[src/pmlp_pkg.sv]
// Package: types, constants and the hash multiplier for the page map probe table.
`default_nettype none
package pmlp_pkg;
   localparam int unsigned CAPACITY  = 1024;
   localparam int unsigned SLOT_W    = $clog2(CAPACITY);
   localparam int unsigned COUNT_W   = SLOT_W + 1;
   localparam int unsigned LIMIT_NUM = CAPACITY * 7;

   localparam logic [1:0] ACT_LOOKUP = 2'd0;
   localparam logic [1:0] ACT_INSERT = 2'd1;
   localparam logic [1:0] ACT_REMOVE = 2'd2;
   localparam logic [1:0] ACT_NONE   = 2'd3;

   localparam logic [1:0] ST_DONE   = 2'd0;
   localparam logic [1:0] ST_ABSENT = 2'd1;
   localparam logic [1:0] ST_FULL   = 2'd2;
   localparam logic [1:0] ST_ZERO   = 2'd3;

   localparam logic [63:0] MIX_MULT = 64'h2545F4914F6CDD1D;

   typedef struct packed {
      logic [1:0]  action;
      logic [31:0] page_number;
      logic [31:0] owner_handle;
   } req_type;

   typedef struct packed {
      logic [1:0]  status;
      logic [31:0] owner_found;
      logic [10:0] occupancy;
   } rsp_type;

   typedef enum logic [3:0] {
      S_IDLE, S_CLEAR, S_HASH_A, S_HASH_B, S_HASH_C, S_READ, S_CHECK,
      S_MV_READ, S_MV_CHECK, S_MV_HASH_A, S_MV_HASH_B, S_MV_HASH_C,
      S_MV_READ2, S_MV_CHECK2, S_RESP
   } state_type;
endpackage
`default_nettype wire

[src/pmlp_hash.sv]
// Xorshift-multiply hash with 32x32 partial products accumulated over phases.
`default_nettype none
module pmlp_hash (
   input  wire logic                        clock,
   input  wire logic [1:0]                  phase,
   input  wire logic [31:0]                 key,
   output logic      [pmlp_pkg::SLOT_W-1:0] home
);
   logic [31:0] v;
   logic [63:0] acc_ff, acc_in;
   logic [63:0] mixed;

   assign v = key ^ (key >> 15);

   always_comb begin
      acc_in = acc_ff;
      case (phase)
         2'd0: begin
            acc_in = v * pmlp_pkg::MIX_MULT[31:0];
         end
         2'd1: begin
            acc_in = acc_ff + {(v * pmlp_pkg::MIX_MULT[63:32]), 32'd0};
         end
         default: begin
            acc_in = acc_ff;
         end
      endcase
   end

   always_ff @(posedge clock) begin
      acc_ff <= acc_in;
   end

   assign mixed = acc_ff ^ (acc_ff >> 21);
   assign home  = mixed[pmlp_pkg::SLOT_W-1:0];
endmodule
`default_nettype wire

[config.mk]
export PLATFORM = sky130hd
export DESIGN_NAME = pmlp_hash
export DESIGN_NICKNAME = d
export VERILOG_FILES = /design/src/pmlp_pkg.sv /design/src/pmlp_hash.sv
export SDC_FILE = /design/constraint.sdc
export NUM_CORES = 1
export LEC_CHECK = 0
export ABC_AREA = 0
export BUFFER_PORTS_ARGS = -buffer_cell sky130_fd_sc_hd__buf_4
export CAP_MARGIN = 5
export CORE_MARGIN = 5
export CORE_UTILIZATION = 57
export DETAILED_ROUTE_END_ITERATION = 7
export MAX_ROUTING_LAYER = met4
export PLACE_DENSITY = 0.75
export SYNTH_ARGS = -nofsm -noshare
export SYNTH_HDL_FRONTEND = slang
export SYNTH_SLANG_ARGS = --single-unit
[constraint.sdc]
create_clock -name clock -period 9.1 [get_ports clock]
set_input_delay 1.82 -clock clock [delete_from_list [all_inputs] [get_ports clock]]
set_output_delay 1.82 -clock clock [all_outputs]
set_load 0.01 [all_outputs]
Word level (Yosys, flattened, before mapping)
Index checks and enable logic that the tools add are counted.
{ "word_totals": {"reg_bits": 64, "in_bits": 35, "out_inout_bits": 10, "wordCells": 10} }
{ "classes": {"n_addsub": 1, "n_mul": 2, "n_eq_ne": 1, "muxes": 1, "bitwise_logic": 2, "reduce_logical": 2} }
{ "ops": {"columns": ["op", "n"], "rows": [
  ["case mux 64 bit (2 select lines)", 1],
  ["adder 64 bit", 1],
  ["multiplier 32 x 31 -> 63 bit (second input constant)", 1],
  ["multiplier 32 x 30 -> 32 bit (second input constant)", 1],
  ["bitwise XOR 32 x 17 -> 32 bit", 1],
  ["bitwise XOR 10 bit", 1],
  ["== test 2 x 1 -> 1 bit (second input constant)", 1],
  ["logical NOT 2 bit", 1],
  ["nonzero test 2 bit", 1]
]} }

Longest topological paths before layout
{ "depth": {"word_depth": 4, "ltp_mapped": 28, "ltp_nobuf": 27} }

Least setup slack after synthesis
No wires, ideal clock.
{ "synth_timing": {"path_kind": "input -> register", "startpoint": "input key[11]", "endpoint": "register acc_ff[28] (data pin)", "setup_ps": 266, "t_arrival_ps": 7985, "t_required_ps": 8834, "path_slack_ps": 849, "path_stages": 22, "path_buffers": 0, "cell_sequence": "xnor2_1 > inv_1 > fa_1 > inv_1 > fa_1 > fa_1 > inv_1 > fa_1 > fa_1 > fa_1 > fa_1 > inv_1 > fa_1 > inv_1 > ha_1 > a21o_1 > nand2_1 > and2_1 > o211ai_1 > a21oi_1 > xor2_1 > nor2_1"} }
{ "synth_between": {"elab_chain_len": 3} }
{ "synth_rtl": {"columns": ["item", "line_no", "source"], "rows": [
  ["start: declaration", "pmlp_hash.sv:6", "input wire logic [31:0] key,"],
  ["bitwise XOR 32 x 17 -> 32 bit", "pmlp_hash.sv:13", "assign v = key ^ (key >> 15);"],
  ["multiplier 32 x 31 -> 63 bit", "pmlp_hash.sv:19", "acc_in = v * pmlp_pkg::MIX_MULT[31:0];"],
  ["case mux 64 bit (2 select lines)", "pmlp_hash.sv:17", "case (phase)"],
  ["named net acc_in[28]", "pmlp_hash.sv:10", "logic [63:0] acc_ff, acc_in;"],
  ["end signal: assignment", "pmlp_hash.sv:31", "acc_ff <= acc_in;"],
  ["end: declaration", "pmlp_hash.sv:10", null]
]} }
The timed path passes the listed nets, and every way through them passes these cells.
A chain may end at the register's enable or synchronous reset.

Final worst setup path
{ "layout_timing": {"startpoint": "input key[19]", "endpoint": "register acc_ff[28] (data pin)"} }
Same word-level chain as after synthesis.

==> flow_summary.rst <==
.. list-table::
   :header-rows: 1

   * - Metric
     - Value
   * - Pin count of the biggest net entering global routing
     - 21
   * - Critical path launch point
     - key[19]
   * - Placed cell area
     - just over 10000 um^2
   * - Number of enable-type register cells in the synthesized netlist
     - 20
   * - Maximum buffer depth of the clock tree
     - 2
   * - Synth Area per Inst
     - approximately 9.7 um^2
   * - Remaining global-route overflow
     - 0
   * - Final Hold Fails
     - 0
   * - Synthesized instance count
     - ~960
   * - HP Class
     - in -> reg
   * - Setup CP Type
     - in -> reg
   * - Vias in the first global route
     - around 7100
   * - DRC violations left
     - 0
   * - Number of cell rows
     - 46
   * - Count of buffers from port buffering
     - 44
   * - HPWL after DPL
     - between 20 and 25 mm
   * - Number of DRC markers after the initial detailed-route iteration
     - 335
   * - Total routing resource utilization after global routing
     - 0.262
   * - Final GP Congestion
     - 1.05
   * - Synth async-reset ratio
     - 0
   * - Post-route ant nets
     - 0
   * - Largest fanout on the critical path
     - 8
   * - Crit path arrival time
     - 8480 ps
   * - X dimension of the die
     - around 140 um
   * - Fraction of synthesized cell area taken by the top area cell type
     - 0.402
   * - Register name with the most flops
     - acc_ff
   * - Seq/Total Area, Yosys
     - 0.0645
   * - Nature of the critical path endpoint
     - register
   * - Fraction of layout cells with a size suffix above 1
     - 0.0761
   * - Cell types with the largest area share after synthesis
     - sky130_fd_sc_hd__fa_1, sky130_fd_sc_hd__ha_1, sky130_fd_sc_hd__inv_1, sky130_fd_sc_hd__edfxtp_1, sky130_fd_sc_hd__xnor2_1
   * - H-tree depth
     - 1
   * - Flip-flop count of the largest register, all copies and words added
     - 20
   * - Setup repair after global routing missed its margin
     - false
   * - Biggest regs
     - acc_ff: 20 flops
   * - Endpoint of the most critical setup path
     - acc_ff[28]$_DFFE_PP_
   * - Fmax
     - 0.118 GHz
   * - Num Clock Sinks
     - 20
   * - Area enclosed by the die boundary
     - 19000 um^2
   * - Number of warnings issued by yosys
     - 0
   * - Clock Pin Slew Worst Setup and Hold Paths
     - 50 ps
   * - Setup TNS
     - 0 ps
   * - Largest area contributor in the netlist
     - sky130_fd_sc_hd__fa_1
   * - Endpoint required time on the critical path
     - 9100 ps
   * - First-pass GRT wire length
     - approximately 36 mm
   * - Net Count, Synth
     - ~1300
   * - Num ports
     - 45
   * - Final worst path period share
     - 0.932
   * - Count of cells resized by post-cts repair
     - 0
   * - Core area
     - about 16000 um^2
   * - Count of state elements after synthesis
     - 20
   * - Chip height
     - approximately 140 um
   * - Cell variety after synth
     - 38
   * - Max capacitance violation total
     - 0
   * - Final critical-path required period
     - between 8000 and 9000 ps
   * - Length of the first detailed-routing pass in iterations
     - 5
   * - Pins over their slew limit
     - 0
   * - Crit path launch type
     - primary input
   * - Number of CTS-inserted buffers
     - 3
   * - TritonCTS clock tree
     - built
   * - Per-cell via count in the routed design
     - 5.07
   * - Cell at the root of the clock tree
     - sky130_fd_sc_hd__clkbuf_16
   * - Final wirelength
     - around 22 mm
   * - Detailed-route wire length per cell
     - 18.0 um
   * - Result of the run
     - complete, no violations
   * - Actual transition at the worst max-transition pin
     - between 600 and 700 ps
   * - Via count
     - around 6300
   * - Buffers inserted during post-CTS setup optimization
     - 0
   * - Worst max-slew margin expressed relative to the limit
     - 0.561
   * - Net count reported at finish
     - 1410
   * - Number of antenna violations at the first check in global routing
     - 0
   * - Setup-failing EPs final
     - 0
   * - Fin area
     - approximately 10000 um^2
   * - Synthesized cell area
     - 9310 um^2
   * - Area overhead of the layout relative to synthesis
     - 9.15%
   * - Count of inserted antenna diode cells
     - 0
   * - Starting Density
     - 0.584
   * - Hold slack
     - about 2100 ps
   * - Dominant register cell in the synthesized netlist
     - sky130_fd_sc_hd__edfxtp_1
   * - Total of hold buffers inserted after clock tree synthesis
     - 0
## cell usage in the layout, fill, tap and decap left out, types with 3 or more instances in the layout
cell | synthesis | final
sky130_fd_sc_hd__nor2_1 | 25 | 25
sky130_fd_sc_hd__o21ai_1 | 4 | 4
sky130_fd_sc_hd__edfxtp_1 | 20 | 20
sky130_fd_sc_hd__nand3_1 | 4 | 4
sky130_fd_sc_hd__a21o_1 | 11 | 11
sky130_fd_sc_hd__ha_1 | 162 | 162
sky130_fd_sc_hd__a21oi_1 | 17 | 17
sky130_fd_sc_hd__o21ai_0 | 7 | 7
sky130_fd_sc_hd__nand2_1 | 9 | 9
sky130_fd_sc_hd__buf_4 | 0 | 65
sky130_fd_sc_hd__xnor2_1 | 59 | 59
sky130_fd_sc_hd__and3_1 | 4 | 4
sky130_fd_sc_hd__inv_1 | 367 | 367
sky130_fd_sc_hd__nor3_1 | 7 | 7
sky130_fd_sc_hd__fa_1 | 187 | 187
sky130_fd_sc_hd__clkbuf_16 | 0 | 3
sky130_fd_sc_hd__nand4_1 | 3 | 3
sky130_fd_sc_hd__and2_1 | 7 | 7
sky130_fd_sc_hd__nor2b_1 | 4 | 4
sky130_fd_sc_hd__xor2_1 | 28 | 28
sky130_fd_sc_hd__a211oi_1 | 4 | 4
## critical path: stages
cell	delay, ps
sky130_fd_sc_hd__buf_4	170
sky130_fd_sc_hd__xnor2_1	450
sky130_fd_sc_hd__inv_1	120
sky130_fd_sc_hd__ha_1	210
sky130_fd_sc_hd__or2_2	320
sky130_fd_sc_hd__fa_1	400
sky130_fd_sc_hd__ha_1	280
sky130_fd_sc_hd__inv_1	50
sky130_fd_sc_hd__fa_1	530
sky130_fd_sc_hd__inv_1	50
sky130_fd_sc_hd__fa_1	450
sky130_fd_sc_hd__ha_1	320
sky130_fd_sc_hd__fa_1	530
sky130_fd_sc_hd__inv_1	50
sky130_fd_sc_hd__fa_1	530
sky130_fd_sc_hd__inv_1	40
sky130_fd_sc_hd__ha_1	330
sky130_fd_sc_hd__and4_1	220
sky130_fd_sc_hd__a2111oi_0	430
sky130_fd_sc_hd__o21ai_1	120
sky130_fd_sc_hd__a21oi_1	410
sky130_fd_sc_hd__o211ai_1	210
sky130_fd_sc_hd__a21oi_1	190
sky130_fd_sc_hd__xor2_1	160
sky130_fd_sc_hd__nor2_1	50
## synthesized netlist by cell type (9+ instances only)
master / instances
sky130_fd_sc_hd__nor2_1: 25
sky130_fd_sc_hd__a21oi_1: 17
sky130_fd_sc_hd__a21o_1: 11
sky130_fd_sc_hd__ha_1: 162
sky130_fd_sc_hd__inv_1: 367
sky130_fd_sc_hd__edfxtp_1: 20
sky130_fd_sc_hd__xor2_1: 28
sky130_fd_sc_hd__fa_1: 187
sky130_fd_sc_hd__xnor2_1: 59
sky130_fd_sc_hd__nand2_1: 9
## routing by layer
| layer | up-vias | track usage | wire, um |
|---|---|---|---|
| li1 | 2931 | - | - |
| met1 | 3119 | 0.343 | 9360 |
| met2 | 196 | 0.437 | 10900 |
| met3 | 47 | 0.0201 | 1220 |
| met4 | 0 | 0.0829 | 826 |
| met5 | - | - | 0 |
## through the flow
| stage | setup slack [ps] | cells | utilization |
|---|---|---|---|
| CTS | 618 | 1241 | 0.637 |
| floorplan | 849 | 959 | - |
| finish | 621 | 1241 | 0.637 |
| global placement | 420 | 1237 | 0.631 |
| detailed placement | 375 | 1237 | 0.631 |
| global route | 187 | 1241 | 0.637 |
## logic make-up (layout without fill, tap and decap cells)
family | count (synthesis) | in the layout | share of synthesized area
xor+xnor | 91 | 91 | 0.0889
fa+ha+maj | 349 | 349 | 0.620
buf+inv | 372 | 438 | 0.150
simple gates | 70 | 70 | 0.0368
flops | 20 | 20 | 0.0645
compound gates | 57 | 57 | 0.0398
## worst min path at each step
stage	start	to	slack [ps]	depth (start not counted)
floorplan	key[15]	acc_ff[0]$_DFFE_PP_	2140	2
global placement	acc_ff[1]$_DFFE_PP_	home[1]	2330	2
detailed placement	acc_ff[2]$_DFFE_PP_	home[2]	2330	2
CTS	phase[1]	acc_ff[5]$_DFFE_PP_	2090	4
global route	phase[1]	acc_ff[26]$_DFFE_PP_	2120	3
finish	phase[1]	acc_ff[5]$_DFFE_PP_	2090	4
## area by class of cell
type,instances,area (um^2)
well taps,216,270
flip-flops and latches,20,601
repair buffers,65,488
multi-input cells,567,7310
clock inverters,1,30.0
inverters,369,1390
fillers,1337,5780
clock buffers,3,75.1
Power is not shown: default switching activity piles up to over one toggle a cycle in this logic, so the estimate is an artifact.
